### src/hw/rtl/pafp_pkg.sv
// Shared types, constants and the exp2 step table of the power-curve alpha fade.
// Used by every module of particle_alpha_fade_power; depends on nothing.
package pafp_pkg;

    localparam int QUEUE_DEPTH      = 4;
    localparam int QUEUE_AW         = 2;
    localparam logic [1:0] VISIBLE_INTERVAL = 2'd2;

    localparam logic [15:0] START_ALPHA_RST   = 16'd4096;
    localparam logic [15:0] FADE_EXPONENT_RST = 16'd4096;

    // configuration register indexes
    localparam logic [7:0] REG_START_ALPHA   = 8'd0;
    localparam logic [7:0] REG_FADE_EXPONENT = 8'd1;

    // input item kinds
    localparam logic REQ_PARTICLE    = 1'b0;
    localparam logic REQ_FRAME_START = 1'b1;

    // one particle as handed from front to back
    typedef struct packed {
        logic        sel;
        logic [15:0] life;
        logic [15:0] inv;
    } pafp_entry_t;

    typedef logic [31:0] pow_tab_t [16];

    function automatic logic [63:0] isqrt64(input logic [63:0] n_in);
        logic [63:0] n;
        logic [63:0] res;
        logic [63:0] bitv;
        n    = n_in;
        res  = '0;
        bitv = 64'd1 << 62;
        for (int i = 0; i < 32; i++) begin
            if (n >= res + bitv) begin
                n   = n - (res + bitv);
                res = (res >> 1) + bitv;
            end else begin
                res = res >> 1;
            end
            bitv = bitv >> 2;
        end
        return res;
    endfunction

    // entry k holds 2^(2^-(k+1)) in Q2.30
    function automatic pow_tab_t build_pow_tab();
        pow_tab_t    t;
        logic [63:0] v;
        v    = isqrt64(64'd2 << 60);
        t[0] = v[31:0];
        for (int k = 1; k < 16; k++) begin
            v    = isqrt64(v << 30);
            t[k] = v[31:0];
        end
        return t;
    endfunction

    localparam pow_tab_t POW_TAB = build_pow_tab();

endpackage

### src/hw/rtl/pafp_front.sv
// Front end: accepts items, tracks frame visibility and stride, marks selected particles.
// Depends on pafp_pkg.
module pafp_front
    import pafp_pkg::*;
(
    input  logic        aclk,
    input  logic        aresetn,
    input  logic        in_fire,
    input  logic        req_type,
    input  logic        effect_visible,
    input  logic [15:0] life_remaining,
    input  logic [15:0] inverse_lifetime,
    output logic        push,
    output pafp_entry_t push_entry
);

    logic [1:0] next_interval_reg;
    logic [1:0] rotating_offset_reg;
    logic [1:0] frame_stride_reg;
    logic [1:0] phase_count_reg;
    logic       frame_visible_reg;
    logic [1:0] rot_inc;
    logic [1:0] stride_eff;

    assign rot_inc    = rotating_offset_reg + 2'd1;
    assign stride_eff = (frame_stride_reg == 2'd0) ? 2'd1 : frame_stride_reg;

    assign push             = in_fire && (req_type == REQ_PARTICLE);
    assign push_entry.sel   = frame_visible_reg && (phase_count_reg == 2'd0);
    assign push_entry.life  = life_remaining;
    assign push_entry.inv   = inverse_lifetime;

    always_ff @(posedge aclk) begin
        if (!aresetn) begin
            next_interval_reg   <= 2'd1;
            rotating_offset_reg <= 2'd0;
            frame_stride_reg    <= 2'd1;
            phase_count_reg     <= 2'd0;
            frame_visible_reg   <= 1'b0;
        end else if (in_fire) begin
            if (req_type == REQ_FRAME_START) begin
                if (effect_visible) begin
                    frame_stride_reg    <= next_interval_reg;
                    phase_count_reg     <= rotating_offset_reg;
                    rotating_offset_reg <= (rot_inc >= next_interval_reg) ? 2'd0 : rot_inc;
                    next_interval_reg   <= VISIBLE_INTERVAL;
                    frame_visible_reg   <= 1'b1;
                end else begin
                    next_interval_reg   <= 2'd1;
                    rotating_offset_reg <= 2'd0;
                    phase_count_reg     <= 2'd0;
                    frame_visible_reg   <= 1'b0;
                end
            end else if (frame_visible_reg) begin
                if (phase_count_reg != 2'd0) begin
                    phase_count_reg <= phase_count_reg - 2'd1;
                end else begin
                    phase_count_reg <= stride_eff - 2'd1;
                end
            end
        end
    end

endmodule

### config.mk
export PLATFORM = sky130hd
export DESIGN_NAME = pafp_front
export DESIGN_NICKNAME = d
export VERILOG_FILES = /design/src/hw/rtl/pafp_pkg.sv /design/src/hw/rtl/pafp_front.sv
export SDC_FILE = /design/constraint.sdc
export NUM_CORES = 1
export LEC_CHECK = 0
export BUFFER_PORTS_ARGS = -buffer_cell sky130_fd_sc_hd__buf_2
export CORE_MARGIN = 8
export CORE_UTILIZATION = 30
export CTS_BUF_LIST = sky130_fd_sc_hd__clkbuf_8 sky130_fd_sc_hd__clkbuf_16
export CTS_CLUSTER_DIAMETER = 40
export DETAILED_ROUTE_END_ITERATION = 8
export GPL_TIMING_DRIVEN = 0
export PLACE_DENSITY = 0.82
export SLEW_MARGIN = 10
export SYNTH_ARGS = -nofsm -noshare
export SYNTH_HDL_FRONTEND = slang
export SYNTH_SLANG_ARGS = --single-unit
export TNS_END_PERCENT = 50
### constraint.sdc
create_clock -name aclk -period 1.55 [get_ports aclk]
set_input_delay 0.0775 -clock aclk [delete_from_list [all_inputs] [get_ports aclk]]
set_output_delay 0.0775 -clock aclk [all_outputs]
set_load 0.05 [all_outputs]
==> results.json, run 1 <==
{
  "worstPathRequired_ps": 1710,
  "cts_made_buffers": 3,
  "gp_congestion": 0.7641,
  "synth_cell_type_count": 24,
  "critPathCapture": "rotating_offset_reg[0]$_SDFFE_PN0P_",
  "crit_buf_inv": 0,
  "setup_viol_count_final": 0,
  "cellPowerDensity_nw_per_um2": 830.6,
  "ys_warn_count": 0,
  "antenna_left": 0,
  "synthesis.area_um2": 675.6,
  "ctsHoldBuffers": 0,
  "layout.nets": 165,
  "finClkSkew_ps": 1.395,
  "fp.dieArea_um2": 4027,
  "worst_setup_path_start_kind": "flop",
  "first_pass_iters": 4,
  "wire_per_inst_um": 12.28,
  "ff2ff_path_depth": 6,
  "vias": 648,
  "crit_family": "simple AND/OR/NAND/NOR gates",
  "grt_pass1_wl_um": 3036,
  "rr_endpoint": "rotating_offset_reg[0]$_SDFFE_PN0P_",
  "synth-seq-cells": 8,
  "endpoint_kind": "flop",
  "synth_cells": 83,
  "root_buffer": "clkbuf_8",
  "first_iter_violations": 5,
  "cts.reportedPaths.clkPinSlew_ps": 40,
  "critPathArrivalTime_ps": 1570,
  "tightest_slew_ps": 332.7,
  "reg2reg_from": "rotating_offset_reg[0]$_SDFFE_PN0P_",
  "peakVddDrop_v": 0.0003097,
  "yosys-top-cells-area": "buf_4, dfxtp_1, nand2_1",
  "synth_nets": 122,
  "drt_wl_total_um": 1867,
  "min_period_ps": 1416,
  "die_height_um": 63.46,
  "grt_use_met3_pct": 5.654,
  "max_clock_freq_ghz": 0.7062,
  "maxCapViolCount": 0,
  "coreArea_um2": 2170,
  "ys_seq_area_share_pct": 23.70,
  "io-pin-count": 71,
  "grt_antenna_before_repair": 0,
  "viasPerCell": 4.263,
  "grt_max_degree": 9,
  "cts_setup_buffers": 0,
  "ctsResizeCount": 0,
  "start_util_pct": 31.14,
  "grt.met1_usage_pct": 8.266,
  "finalSetupTns_ps": 0,
  "cts_tree": "built",
  "postSynthAreaPerCell_um2": 8.140,
  "drc_errors": 0,
  "maxSlewHeadroom_pct": 77.58,
  "cp_max_fo": 7,
  "max_stage_delay_ps": 350,
  "yosysMostFrequentCell": "buf_4",
  "synth_top_cells_by_count": "buf_4, nand2_1, dfxtp_1",
  "synth.largest_area_cell": "buf_4",
  "place_ws_ps": 82.55,
  "hold_viol_final": 0,
  "slowest_stage": "dfxtp_2",
  "port_buffers": 38,
  "globalRouteOverflowTotal": 0,
  "ff2ff_setup_slack_ps": 130,
  "path_cells": "xor2_1 > ha_1 > or2b_1 > a2111oi_2 > a21oi_1 > nor2b_1",
  "top_usage_layer": "met2",
  "rsz0062_at_grt": "false",
  "layout_setup_ws_ps": 133.9,
  "synth-async-reset-ratio_pct": 0,
  "synth_top_area_share_pct": 35.56,
  "clockBufferDepth": 2,
  "use_met2_pct": 15.97,
  "layout_worst_path_cycle_share_pct": 91.36,
  "cts_max_level": 1,
  "grt_pass1_vias": 723,
  "synth-edff-count": 0,
  "cp.depth": 6,
  "grt_use_total_pct": 9.179,
  "setup.worst_path.start": "rotating_offset_reg[0]$_SDFFE_PN0P_",
  "dp_hpwl_um": 1675,
  "row_count": 17,
  "p_leak_nw": 0.5105,
  "worstSetupPathType": "reg -> reg",
  "dominantRegCellSynth": "dfxtp_1",
  "status": "completed",
  "clk-insertion-delay-late_ps": 230,
  "final_max_slew_viol_count": 0,
  "clock_sinks": 8,
  "drive_gt1_share_pct": 63.71,
  "area_growth_pct": 39.63,
  "n_antenna_cell": 0,
  "die_w_um": 63.46,
  "holdCritPathClass": "in -> reg"
}
-- per-stage QoR --
| stage | utilization (%) | hold WS, ps | total power, mW | cell area [um^2] | instances |
|---|---|---|---|---|---|
| 2_1_floorplan | - | 139.4 | 0.4818 | 675.6 | 83 |
| 3_3_place_gp | 41.52 | 311.3 | 0.5364 | 900.9 | 149 |
| 3_5_place_dp | 41.52 | 322.4 | 0.5418 | 900.9 | 149 |
| 4_1_cts | 43.43 | 83.35 | 0.7979 | 942.2 | 152 |
| 5_1_grt | 43.48 | 96.88 | 0.8180 | 943.4 | 152 |
| 6_report | 43.48 | 89.11 | 0.7836 | 943.4 | 152 |
-- report_power, final --
part           internal [mW]  switching (mW)  total (mW)
clock network          0.168          0.0797       0.248
logic                  0.101           0.216       0.316
registers              0.214         0.00595       0.220
-- cell families (layout without fill, tap and decap cells) --
group | count (synthesis) | after routing | synth area share [%]
AO/OA/AOI/OAI | 13 | 13 | 12.41
XOR/XNOR | 1 | 1 | 1.297
adder cells (fa/ha/maj) | 2 | 2 | 3.703
buffers and inverters | 33 | 74 | 36.11
flip-flops | 8 | 8 | 23.70
multiplexers | 2 | 2 | 2.963
AND/OR/NAND/NOR | 24 | 24 | 19.82
-- placed cells by master (no fill, tap or decap), types with 2 or more instances in the layout --
master,instances
buf_2,38
buf_4,32
nand2_1,9
dfxtp_1,7
nor2b_1,4
a21oi_1,4
o21ai_0,3
clkbuf_8,3
nor3_1,2
a21boi_0,2
mux2i_1,2
nor2_1,2
ha_1,2
-- layout make-up --
class / instances / area [um^2]
inverters: 1 / 3.754
well taps: 28 / 35.03
multi-input cells: 42 / 271.5
fillers: 237 / 1226
plain buffers: 32 / 240.2
clock buffers: 3 / 41.29
flip-flops and latches: 8 / 161.4
repair buffers: 38 / 190.2
-- how the worst min path moves through the flow --
stage	start	end	slack (ps)	cells past startpoint
CTS	aresetn	next_interval_reg[0]$_SDFFE_PN1P_	80	2
global placement	aresetn	frame_stride_reg[0]$_SDFFE_PN1P_	310	2
finish	aresetn	frame_stride_reg[0]$_SDFFE_PN1P_	90	2
global route	aresetn	frame_stride_reg[0]$_SDFFE_PN1P_	100	2
detailed placement	aresetn	frame_stride_reg[0]$_SDFFE_PN1P_	320	2
floorplan	aresetn	frame_stride_reg[0]$_SDFFE_PN1P_	140	1
-- metal layers --
metal	routed length [um]	up-vias
met4	0	0
li1	-	323
met1	641	285
met5	0	-
met2	980	40
met3	246	0
No activity file was read; power rests on OpenSTA's default activity.
==> run 2, diff against run 1 <==
--- a/config.mk
+++ b/config.mk
@@ -6,13 +6,15 @@
 export NUM_CORES = 1
 export LEC_CHECK = 0
 export BUFFER_PORTS_ARGS = -buffer_cell sky130_fd_sc_hd__buf_2
+export CELL_PAD_IN_SITES_DETAIL_PLACEMENT = 1
+export CELL_PAD_IN_SITES_GLOBAL_PLACEMENT = 2
 export CORE_MARGIN = 8
-export CORE_UTILIZATION = 30
+export CORE_UTILIZATION = 16
 export CTS_BUF_LIST = sky130_fd_sc_hd__clkbuf_8 sky130_fd_sc_hd__clkbuf_16
 export CTS_CLUSTER_DIAMETER = 40
 export DETAILED_ROUTE_END_ITERATION = 8
 export GPL_TIMING_DRIVEN = 0
-export PLACE_DENSITY = 0.82
+export PLACE_DENSITY = 0.9
 export SLEW_MARGIN = 10
 export SYNTH_ARGS = -nofsm -noshare
 export SYNTH_HDL_FRONTEND = slang
==> run 2 against run 1 <==
Non-clock buffer count unchanged. Global-route usage shrank 3.7 points. Combinational power is essentially flat. Power up 0.74%. Sequential cell count stayed put. Sequential power barely moved. Via count up 1.9%. Design area up 2.9%. First-iteration DRC count increased to 7.6 times the previous value. Critical path type unchanged. Largest cell class unchanged. Largest power group unchanged.
==> results.json, run 2 (same netlist as run 1, synthesis figures left out) <==
{
  "status": "completed",
  "utilization_pct": 24.10,
  "grt_pass1_vias": 658,
  "path_cells": "xor2_1 > ha_1 > or2b_1 > a2111oi_2 > a21oi_1 > nor2b_1",
  "total_power_mw": 0.7894,
  "cts_tree": "built",
  "antenna_left": 0,
  "coreArea_um2": 4029,
  "grt_use_met3_pct": 3.974,
  "start_util_pct": 16.77,
  "drive_gt1_share_pct": 63.71,
  "worst_setup_path_start_kind": "flop",
  "p_leak_nw": 0.5105,
  "rsz0062_at_grt": "false",
  "maxCapViolCount": 0,
  "row_count": 23,
  "cts_made_buffers": 3,
  "vias": 660,
  "fp.dieArea_um2": 6559,
  "drt_wl_total_um": 1988,
  "drc_errors": 0,
  "grt.met1_usage_pct": 5.654,
  "cts_max_level": 1,
  "clock_sinks": 8,
  "ctsHoldBuffers": 0,
  "grt_antenna_before_repair": 0,
  "area_growth_pct": 43.70,
  "die_height_um": 80.99,
  "layout_worst_path_cycle_share_pct": 89.74,
  "wire_per_inst_um": 11.43,
  "cts.reportedPaths.clkPinSlew_ps": 40,
  "first_iter_violations": 38,
  "io-pin-count": 71,
  "finClkSkew_ps": 3.516,
  "gp_congestion": 0.7408,
  "holdCritPathClass": "in -> reg",
  "grt_use_total_pct": 5.434,
  "use_met2_pct": 8.982,
  "grt_pass1_wl_um": 2829,
  "crit_buf_inv": 0,
  "hold_viol_final": 0,
  "min_period_ps": 1391,
  "n_antenna_cell": 0,
  "final_max_slew_viol_count": 0,
  "first_pass_iters": 4,
  "critPathArrivalTime_ps": 1550,
  "dp_hpwl_um": 1773,
  "maxSlewHeadroom_pct": 79.44,
  "cellPowerDensity_nw_per_um2": 813.0,
  "crit_family": "flip-flops",
  "top_usage_layer": "met2",
  "hold-worst-slack_ps": 101.5,
  "max_stage_delay_ps": 350,
  "ff2ff_setup_slack_ps": 160,
  "finalSetupTns_ps": 0,
  "globalRouteOverflowTotal": 0,
  "die_w_um": 80.99,
  "tightest_slew_ps": 305.2,
  "port_buffers": 38,
  "endpoint_kind": "flop",
  "setup_viol_count_final": 0,
  "worstSetupPathType": "reg -> reg",
  "peakVddDrop_v": 0.0003164,
  "clockBufferDepth": 2,
  "viasPerCell": 3.793,
  "cp_max_fo": 7,
  "layout.nets": 165,
  "root_buffer": "clkbuf_8",
  "max_clock_freq_ghz": 0.7189,
  "final_common_cell": "buf_2",
  "grt_max_degree": 9,
  "slowest_stage": "dfxtp_2",
  "layout_common_cells": "buf_2, buf_4, nand2_1",
  "worstPathRequired_ps": 1710,
  "clk-insertion-delay-late_ps": 230
}
## run 2: repair_timing
action | 4_1_cts | 5_1_grt
endpoints found under the setup margin | 0 | 1
setup buffers | 0 | 0
resized for setup | 0 | 1
## run 2: final timing paths
kind	start	to	depth (start not counted)
setup / recovery	rotating_offset_reg[0]$_SDFFE_PN0P_	rotating_offset_reg[0]$_SDFFE_PN0P_	6
hold / removal	aresetn	frame_stride_reg[0]$_SDFFE_PN1P_	2
setup reg to reg	rotating_offset_reg[0]$_SDFFE_PN0P_	rotating_offset_reg[0]$_SDFFE_PN0P_	6
hold reg to reg	frame_stride_reg[0]$_SDFFE_PN1P_	frame_stride_reg[0]$_SDFFE_PN1P_	2
## run 2: report_power, final
part / switching (mW) / leakage (nW) / internal, mW
Sequential: 0.00600 / 0.0657 / 0.214
Combinational: 0.216 / 0.423 / 0.101
Clock: 0.0848 / 0.0216 / 0.169
Total: 0.307 / 0.511 / 0.483
## run 2: worst register-to-register path, cell delays in order (launching register included)
cell and delay, ps:
dfxtp_2 350, xor2_1 170, ha_1 180, or2b_1 250, a2111oi_2 210, a21oi_1 70, nor2b_1 100
## run 2: per-stage QoR
stage,worst slack [ps],instance area [um^2],std cells
4_1_cts,63.31,969.7,174
5_1_grt,22.51,970.9,174
6_report,159.1,970.9,174
3_5_place_dp,81.76,928.4,171
2_1_floorplan,21.76,675.6,83
3_3_place_gp,98.24,928.4,171
## run 2: routing by layer
metal / wire (um) / share of wire, % / vias to the layer above
li1: - / - / 326
met1: 720 / 36 / 293
met2: 954 / 48 / 41
met3: 313 / 16 / 0
met4: 0 / 0 / 0
met5: 0 / 0 / -
## run 2: area by class of cell
class	instances	area [um^2]
Timing Repair Buffer	38	190.2
Tap cell	50	62.56
Multi-Input combinational cell	42	271.5
Clock buffer	3	41.29
Sequential cell	8	161.4
Buffer	32	240.2
Fill cell	522	3058
Inverter	1	3.754
