==> config.mk <==
export PLATFORM = sky130hd
export DESIGN_NAME = pafp_queue
export DESIGN_NICKNAME = d
export VERILOG_FILES = /design/src/hw/rtl/pafp_pkg.sv /design/src/hw/rtl/pafp_queue.sv
export SDC_FILE = /design/constraint.sdc
export NUM_CORES = 1
export LEC_CHECK = 0
export ABC_AREA = 1
export BUFFER_PORTS_ARGS = -buffer_cell sky130_fd_sc_hd__buf_2
export CORE_ASPECT_RATIO = 1.5
export CORE_UTILIZATION = 53
export CTS_CLUSTER_SIZE = 30
export DETAILED_ROUTE_END_ITERATION = 8
export PLACE_DENSITY = 0.83
export SLEW_MARGIN = 30
export SYNTH_ARGS = -nofsm -noshare
export SYNTH_HDL_FRONTEND = slang
export SYNTH_SLANG_ARGS = --single-unit
==> constraint.sdc <==
create_clock -name aclk -period 3.1 [get_ports aclk]
set_clock_uncertainty 0.15 [all_clocks]
set_input_delay 0.155 -clock aclk [delete_from_list [all_inputs] [get_ports aclk]]
set_output_delay 0.155 -clock aclk [all_outputs]
set_load 0.01 [all_outputs]
==> src/hw/rtl/pafp_pkg.sv <==
// Shared types, constants and the exp2 step table of the power-curve alpha fade.
// Used by every module of particle_alpha_fade_power; depends on nothing.
package pafp_pkg;

    localparam int QUEUE_DEPTH      = 4;
    localparam int QUEUE_AW         = 2;
    localparam logic [1:0] VISIBLE_INTERVAL = 2'd2;

    localparam logic [15:0] START_ALPHA_RST   = 16'd4096;
    localparam logic [15:0] FADE_EXPONENT_RST = 16'd4096;

    // configuration register indexes
    localparam logic [7:0] REG_START_ALPHA   = 8'd0;
    localparam logic [7:0] REG_FADE_EXPONENT = 8'd1;

    // input item kinds
    localparam logic REQ_PARTICLE    = 1'b0;
    localparam logic REQ_FRAME_START = 1'b1;

    // one particle as handed from front to back
    typedef struct packed {
        logic        sel;
        logic [15:0] life;
        logic [15:0] inv;
    } pafp_entry_t;

    typedef logic [31:0] pow_tab_t [16];

    function automatic logic [63:0] isqrt64(input logic [63:0] n_in);
        logic [63:0] n;
        logic [63:0] res;
        logic [63:0] bitv;
        n    = n_in;
        res  = '0;
        bitv = 64'd1 << 62;
        for (int i = 0; i < 32; i++) begin
            if (n >= res + bitv) begin
                n   = n - (res + bitv);
                res = (res >> 1) + bitv;
            end else begin
                res = res >> 1;
            end
            bitv = bitv >> 2;
        end
        return res;
    endfunction

    // entry k holds 2^(2^-(k+1)) in Q2.30
    function automatic pow_tab_t build_pow_tab();
        pow_tab_t    t;
        logic [63:0] v;
        v    = isqrt64(64'd2 << 60);
        t[0] = v[31:0];
        for (int k = 1; k < 16; k++) begin
            v    = isqrt64(v << 30);
            t[k] = v[31:0];
        end
        return t;
    endfunction

    localparam pow_tab_t POW_TAB = build_pow_tab();

endpackage

==> src/hw/rtl/pafp_queue.sv <==
// Short first-in first-out queue between front and back ends.
// Depends on pafp_pkg.
module pafp_queue
    import pafp_pkg::*;
(
    input  logic        aclk,
    input  logic        aresetn,
    input  logic        push,
    input  pafp_entry_t push_entry,
    input  logic        pop,
    output pafp_entry_t head,
    output logic        empty,
    output logic        full,
    output logic [QUEUE_AW:0] count
);

    pafp_entry_t         mem_reg [QUEUE_DEPTH];
    logic [QUEUE_AW-1:0] wr_ptr_reg;
    logic [QUEUE_AW-1:0] rd_ptr_reg;
    logic [QUEUE_AW:0]   count_reg;

    assign empty = (count_reg == '0);
    assign full  = (count_reg == (QUEUE_AW+1)'(QUEUE_DEPTH));
    assign head  = mem_reg[rd_ptr_reg];
    assign count = count_reg;

    always_ff @(posedge aclk) begin
        if (!aresetn) begin
            wr_ptr_reg <= '0;
            rd_ptr_reg <= '0;
            count_reg  <= '0;
        end else begin
            if (push) begin
                mem_reg[wr_ptr_reg] <= push_entry;
                wr_ptr_reg          <= wr_ptr_reg + 1'b1;
            end
            if (pop) begin
                rd_ptr_reg <= rd_ptr_reg + 1'b1;
            end
            if (push && !pop) begin
                count_reg <= count_reg + 1'b1;
            end else if (pop && !push) begin
                count_reg <= count_reg - 1'b1;
            end
        end
    end

endmodule

==> results of run 1 <==
-- report_power, final --
group	switching [mW]	internal, mW
logic	0.249	0.153
registers	0.0209	2.14
clock network	0.737	1.42
total	1.01	3.72
-- cell usage in the layout, fill, tap and decap left out, drive strengths merged --
cell type	instances
ha	5
fa	1
nand2	6
edfxtp	132
clkbuf	21
nand4	1
inv	17
clkinvlp	3
dlygate4sd3	36
dfxtp	9
clkinv	4
nand3	1
buf	81
o21ai	72
bufinv	4
a21oi	4
nor2	75
nor3	2
o22ai	33
-- path summary, 6_finish.rpt --
kind / endpoint / slack, ps / cells after the start
setup reg to reg: mem_reg[2][20]$_DFFE_PP_ / 1060 / 5
setup / recovery: head[30] / 640 / 5
hold reg to reg: rd_ptr_reg[1]$_SDFFE_PN0P_ / 300 / 1
hold / removal: rd_ptr_reg[1]$_SDFFE_PN0P_ / 300 / 1
-- Yosys cell counts, drive strengths merged --
cell type and instances:
nor3 2, edfxtp 132, nand4 1, nand2 6, nand3 1, buf 17, o22ai 33, dfxtp 9
inv 17, fa 1, nor2 75, a21oi 4, ha 5, o21ai 72, clkbuf 3
-- logic make-up after synthesis --
logic type | synth area share (%)
flip-flops | 77.1
AO/OA/AOI/OAI | 11.0
AND/OR/NAND/NOR | 6.05
buffers and inverters | 4.35
adder cells (fa/ha/maj) | 1.54
-- stage by stage --
stage | utilization [%] | setup WS (ps) | instances | hold slack (ps) | power (mW)
CTS | 70.1 | 676 | 622 | 298 | 4.72
global placement | 59.5 | 1150 | 553 | 216 | 2.54
floorplan | - | 546 | 378 | 104 | 2.42
detailed placement | 59.8 | 1090 | 554 | 224 | 2.56
finish | 70.1 | 641 | 622 | 300 | 4.73
global route | 70.1 | 591 | 622 | 320 | 4.85
-- final cells by class --
type	count	area, µm²	area share [%]
Clock buffer	21	480	7.04
Clock inverter	11	163	2.38
Multi-Input combinational cell	200	1030	15.1
Inverter	17	63.8	0.935
Timing Repair Buffer	117	803	11.8
Sequential cell	141	4150	60.7
Tap cell	115	144	2.11
-- worst max-delay path, stage by stage (launching register included) --
cell and delay, ps:
sky130_fd_sc_hd__dfxtp_1 300, sky130_fd_sc_hd__buf_4 240, sky130_fd_sc_hd__inv_2 460, sky130_fd_sc_hd__o21ai_0 270, sky130_fd_sc_hd__o22ai_1 260, sky130_fd_sc_hd__buf_2 180
-- repair_timing --
action,4_1_cts,5_1_grt
hold endpoints to repair,141,0
hold buffers,36,0
buffers inserted,0,0
endpoints found under the setup margin,0,0
-- per-layer routing --
layer	global-route usage [%]	vias up	share of wire, %
met3	6.67	34	7.3
met5	0	-	0
met4	13.0	0	3.4
li1	-	1627	-
met1	27.2	1733	37
met2	37.0	173	52
==> run summary, run 1 <==
TritonCTS built the clock tree. The endpoint arrival time on the critical path came out at about 2200 ps. After clock tree synthesis, the clock-pin slew on the worst setup and hold paths is 60 ps. Setup repair after global routing left no endpoint under its margin. Clock latency on the worst-skew pair, taken at its later pin, is 410 ps. The startpoint of the worst-slack reg-to-reg timing path is wr_ptr_reg[0]$_SDFFE_PN0P_. The average wire per standard cell is between 15 and 20 µm.

The per-cell via count in the routed design came out at roughly 5.7. The final critical-path required period is 2460 ps. The peak fanout along the critical path came out at 34.

The number of gates resized after CTS came out at 0. The count of nets left with antenna violations once routing finished came out at 0. The overall die height came out at 125 µm. The number of global-route vias before repair came out at 3577.

Cells with a size suffix above 1 make up 23.9% of the layout. After detailed routing, the number of remaining DRC violations is 10. The synthesized design contains 141 register bits. The global placer's final weighted congestion came out at 0.759. The final total negative setup slack came out at 0 ps. The normalized max-slew margin is 55.2%. The number of rows created at floorplan came out at 44. Across the run, the number of max-cap violations was 0. The startpoint class of the critical path is a register. The effective utilization at floorplan came out at 55.2%. The number of H-tree levels is 4. For this run, the number of Yosys warnings is 0. For this design the static power due to leakage is 2.49 nW. The synthesized instance count is 378. The setup path with the least slack is of type reg2out. In this run the biggest area consumer among cell types represents 73.7% of the synthesized area. After routing the design area is between 0.006 and 0.007 mm². At the end of the flow, the number of nets in the layout was 537. The final count of pins violating max slew came out at 0. Timing would allow up to 407 MHz. Wires add up to 11300 µm.

The clock sink total is 141. The number of antenna violations at the first check in global routing is 0. The number of endpoints with negative hold slack in the final report is 0.

By area the synthesized netlist is led by sky130_fd_sc_hd__edfxtp_1 (74%), sky130_fd_sc_hd__nor2_1 (5.2%), sky130_fd_sc_hd__o21ai_0 (5.0%). The estimated wirelength of the detail-placed design came out at 5970 µm. The total congestion overflow after global routing is 0. The sequential share of the synthesized area came out at 77.1%. In this run the worst hold path is classified as reg2reg. The transition time of the tightest slew-check pin is roughly 670 ps. The count of cell types in the netlist came out at 21. The area growth from synthesis to layout came out at 27.0%. The placed instance area came out at 0.00582 mm². Setup violations remaining at the end of the flow were counted as 0. The flow ran to the end, but the final reports show violations. The core area came out at 0.00974 mm². The detailed router finished its first iteration with 433 violations. The count of buffers added on input and output ports is 74.

The first-pass detailed-route iteration total came out at 7. The capturing element type of the critical path is an output pin. The horizontal die dimension came out at around 84 µm. The number of nets in the synthesized netlist is 421. The maximum VDD drop is 0.000469 V. The flip-flop count of the largest register after layout is between 100 and 150.

The repair_antennas step left the layout with diodes totalling 0. The tree is rooted in a sky130_fd_sc_hd__clkbuf_16. The startpoint identified for the worst hold timing path is rd_ptr_reg[1]$_SDFFE_PN0P_. The total global routing track utilization came out at 22.8%. The part of the cycle the worst path needs is 79.3%. In this run the power density over the cells is just under 700 mW/mm².

The number of CTS-inserted buffers came out at 17. The pin count of the biggest net entering global routing is between 60 and 70. The netlist area before placement is roughly 0.0054 mm². The die covers 0.0106 mm². The checks that failed: DRC. The total number of vias came out at 3567.

At the worst endpoint, the required time is 2790 ps. The number of fill cells is 617. sky130_fd_sc_hd__edfxtp_1 takes more of the synthesized area than any other cell. The wire length of the first global-routing pass came out at ~18000 µm. In this run the mean area of a mapped cell was 14.2 µm². 75 I/O pins were placed. The longest clock path from root to sink contains 2 buffers.
Note: power is estimated with default switching activity, not from simulation.
==> run 2: changes to the inputs <==
ABC_AREA = 0   (was 1)
clock period = 2.47 ns   (was 3.1 ns; I/O delays follow)
==> run summary, run 2 <==
The clock edge transition at the registers on the reported setup and hold paths is around 50 ps. For this run, the slowest stage of the critical path takes ~600 ps. The top cell types in the final layout, fill and taps aside, are sky130_fd_sc_hd__edfxtp_1 (132), sky130_fd_sc_hd__buf_2 (74), sky130_fd_sc_hd__dlygate4sd3_1 (36). Counting along the longest clock path gives a buffer depth of 2. The effective utilization at floorplan came out at a little over half. The number of CTS-inserted buffers is 17. After floorplanning, the core was divided into 44 placement rows. The core area is 0.00963 mm². Setup violations remaining at the end of the flow were counted as 0. The reported max-cap violation count came out at 0.

The number of enable flip-flop cells after synthesis came out at between 100 and 150. The fraction of synthesis flops using an asynchronous set or reset pin is 0%. The count of antenna-violating nets left after detailed routing came out at 0.

The first-pass detailed-route iteration total is 4. Clock latency on the worst-skew pair, taken at its later pin, is 410 ps. Measured along the y axis, the die boundary spans about 120 µm. The transition time of the tightest slew-check pin is 505 ps. Counting cells, the worst reg-to-reg path comes to 4.

The estimated wirelength of the detail-placed design is 5060 µm. The part of the cycle the worst path needs is around 88%. The critical path in this run is classified as reg2out. Counting every sink on the clock net gives roughly 140. In the synthesized netlist, the cells that appear most often are sky130_fd_sc_hd__edfxtp_1 (132), sky130_fd_sc_hd__mux4_2 (30), sky130_fd_sc_hd__dfxtp_1 (9), sky130_fd_sc_hd__and2_1 (5), sky130_fd_sc_hd__ha_1 (5).

The share of layout cells above drive strength 1 is 39.0%. The switching power of the nets is about 1.1 mW. The netlist area before placement is roughly 0.0053 mm².

The most common cell after layout, fill and taps aside is sky130_fd_sc_hd__edfxtp_1. In this run the tool buffered the top-level ports with 74 buffer cells. The total number of vias is 2534. For this run, design rule violations remaining after detail routing come to 0. The sequential share of the synthesized area came out at 78.8%.

The number of fill cells is 587. The worst min-delay path class is in2reg. The total global routing track utilization is 18.6%. By instance count, the leading cell after synthesis is sky130_fd_sc_hd__edfxtp_1. The data required time at the worst endpoint came out at 2200 ps. The run finished with clean final reports.

Dividing total power by cell area gives a power density of between 800 and 900 mW/mm². TritonCTS built the clock tree. The final critical-path required period is 2180 ps.

The number of global-route vias before repair was 2565. The peak fanout along the critical path came out at 29. Net switching is 20.0% of the power. The portion of total power attributed to the clock network is 41.4%. The number of antenna violations at the first check in global routing came out at 0.

The area growth from synthesis to layout came out at 27.1%. The number of H-tree levels came out at 4. The final total negative setup slack came out at 0 ps. The design internal power came out at ~4.4 mW. For this run, the number of Yosys warnings is 0. The sequential share of power came out at between 40% and 50%. The maximum VDD drop came out at 0.000688 V. The capturing element type of the critical path is an output pin. The final wirelength is 8900 µm.

The tree is rooted in a sky130_fd_sc_hd__clkbuf_16. In this run the critical register-to-register path is captured at mem_reg[0][15]$_DFFE_PP_. The footprint of the multi-input gates came out at 0.00101 mm². The combinational share of power is a little under a tenth. The dominant delay contributor by cell family on the critical path is multiplexers.

The worst hold path passes through 2 cells. The flip-flop count of the largest register after layout is roughly 130. The count of cell types in the netlist came out at 23.

Each instance of the synthesized netlist takes up on average 24.2 µm². The final count of pins violating max slew is 0. The normalized max-slew margin is 66.3%. Setup repair after global routing left no endpoint under its margin.

For hold timing, the worst endpoint is mem_reg[2][31]$_DFFE_PP_. The detailed router finished its first iteration with 159 violations. The number of nets in the layout is 386. The minimum setup slack among reg-to-reg paths is 720 ps.

The boundary pin count came out at between 70 and 80. The worst register-to-register path begins at wr_ptr_reg[0]$_SDFFE_PN0P_. The main flop type after synthesis is sky130_fd_sc_hd__edfxtp_1. The total congestion overflow after global routing is 0.

The startpoint class of the critical path is a register. The biggest area contributor in the post-synthesis netlist is sky130_fd_sc_hd__edfxtp_1. Counting every net in the synthesized netlist gives between 200 and 300. Walking the worst path, the cells encountered are buf_12 -> mux4_1 -> buf_2. Sorting the synthesized cells by area gives the leading types as sky130_fd_sc_hd__edfxtp_1 (75%), sky130_fd_sc_hd__mux4_2 (13%), sky130_fd_sc_hd__dfxtp_1 (3.4%). The die covers around 0.010 mm².

The wire length of the first global-routing pass is 13700 µm. The global placer's final weighted congestion came out at 0.679. From left edge to right edge, the die measures 83.3 µm. On the critical path, the stage with the largest delay is an instance of sky130_fd_sc_hd__mux4_1. The startpoint identified for the worst hold timing path is push_entry[31]. The number of endpoints with negative hold slack in the final report came out at 0. After synthesis the netlist holds a flip-flop and latch count of 141. The number of gates resized after CTS came out at 0. After technology mapping, the gate count stands at about 220. The average wire per standard cell came out at 18.9 µm. The number of buffers and inverters on the critical path came out at 2. The antenna diode count came out at 0. The per-cell via count in the routed design is 5.38.

The upper clock frequency limit is 458 MHz. The endpoint arrival time on the critical path is approximately 1900 ps. The area taken by flip-flops and latches is 0.00415 mm².

Once layout is complete, the utilization of the core stands at a little over two thirds. The area share of the largest cell type after synthesis is 75.4%. In this run the static leakage power is ~2.4 nW. The cell depth of the worst setup path came out at 3. Entering global routing, the biggest net connects 34 pins.
-- run 2: cell types whose count changed in the layout (fill, tap and decap cells not counted), moves of 5 or more --
| cell | delta |
|---|---|
| sky130_fd_sc_hd__o22ai_1 | -33 |
| sky130_fd_sc_hd__o21ai_0 | -53 |
| sky130_fd_sc_hd__mux4_2 | +30 |
| sky130_fd_sc_hd__o21ai_1 | -17 |
| sky130_fd_sc_hd__inv_1 | -11 |
| sky130_fd_sc_hd__nand2_1 | -5 |
| sky130_fd_sc_hd__nor2_1 | -71 |
| sky130_fd_sc_hd__and2_1 | +5 |
| sky130_fd_sc_hd__clkbuf_1 | +5 |
-- run 2: how the worst max path moves through the flow --
stage | to | from | slack, ps
finish | head[28] | register | 290
global route | head[28] | register | 190
CTS | head[28] | register | 240
detailed placement | count[2]$_SDFFE_PN0P_ | pop | 690
global placement | head[29] | register | 700
floorplan | mem_reg[2][0]$_DFFE_PP_ | wr_ptr_reg[0]$_SDFFE_PN0P_ | 530
-- run 2: cells by family (layout without fill, tap and decap cells) --
kind of cell,after synthesis,count (layout),share of synthesized area (%)
AO/OA/AOI/OAI,2,2,0.238
flip-flops,141,141,78.8
multiplexers,35,35,14.7
AND/OR/NAND/NOR,15,15,1.74
buffers and inverters,13,152,2.07
adder cells (fa/ha/maj),6,6,1.57
XOR/XNOR,5,5,0.833
-- run 2: area by class of cell --
cell class,count,area share [%]
Timing Repair Buffer,116,12.4
Clock inverter,10,1.46
Sequential cell,141,62.0
Clock buffer,22,6.65
Multi-Input combinational cell,63,15.1
Tap cell,115,2.15
Inverter,4,0.225
-- run 2: metrics by stage --
stage	total power, mW	hold WS [ps]	cells	instance area, µm²	setup slack (ps)
4_1_cts	5.59	294	471	6680	240
6_report	5.54	318	471	6680	286
2_1_floorplan	3.07	72.4	217	5260	535
5_1_grt	5.74	310	471	6680	190
3_5_place_dp	3.26	191	403	5780	691
3_3_place_gp	3.24	184	403	5780	704
-- run 2: what timing repair did --
action	4_1_cts	5_1_grt
buffers inserted	0	0
hold buffers	36	0
hold endpoints to repair	141	0
-- run 2: routing by layer --
layer / track usage (%) / up-vias / routed length (µm)
li1: - / 1157 / -
met1: 22.8 / 1301 / 3660
met2: 30.9 / 64 / 4790
met3: 5.43 / 12 / 313
met4: 8.73 / 0 / 145
met5: 0 / - / 0
-- run 2: power by group through the flow --
| stage | Sequential [mW] | Combinational (mW) | Clock (mW) |
|---|---|---|---|
| 3_3_place_gp | 2.79 | 0.452 | 0 |
| 6_report | 2.74 | 0.504 | 2.29 |
| 4_1_cts | 2.75 | 0.511 | 2.33 |
| 5_1_grt | 2.75 | 0.551 | 2.44 |
| 2_1_floorplan | 2.77 | 0.302 | 0 |
| 3_5_place_dp | 2.79 | 0.463 | 0 |
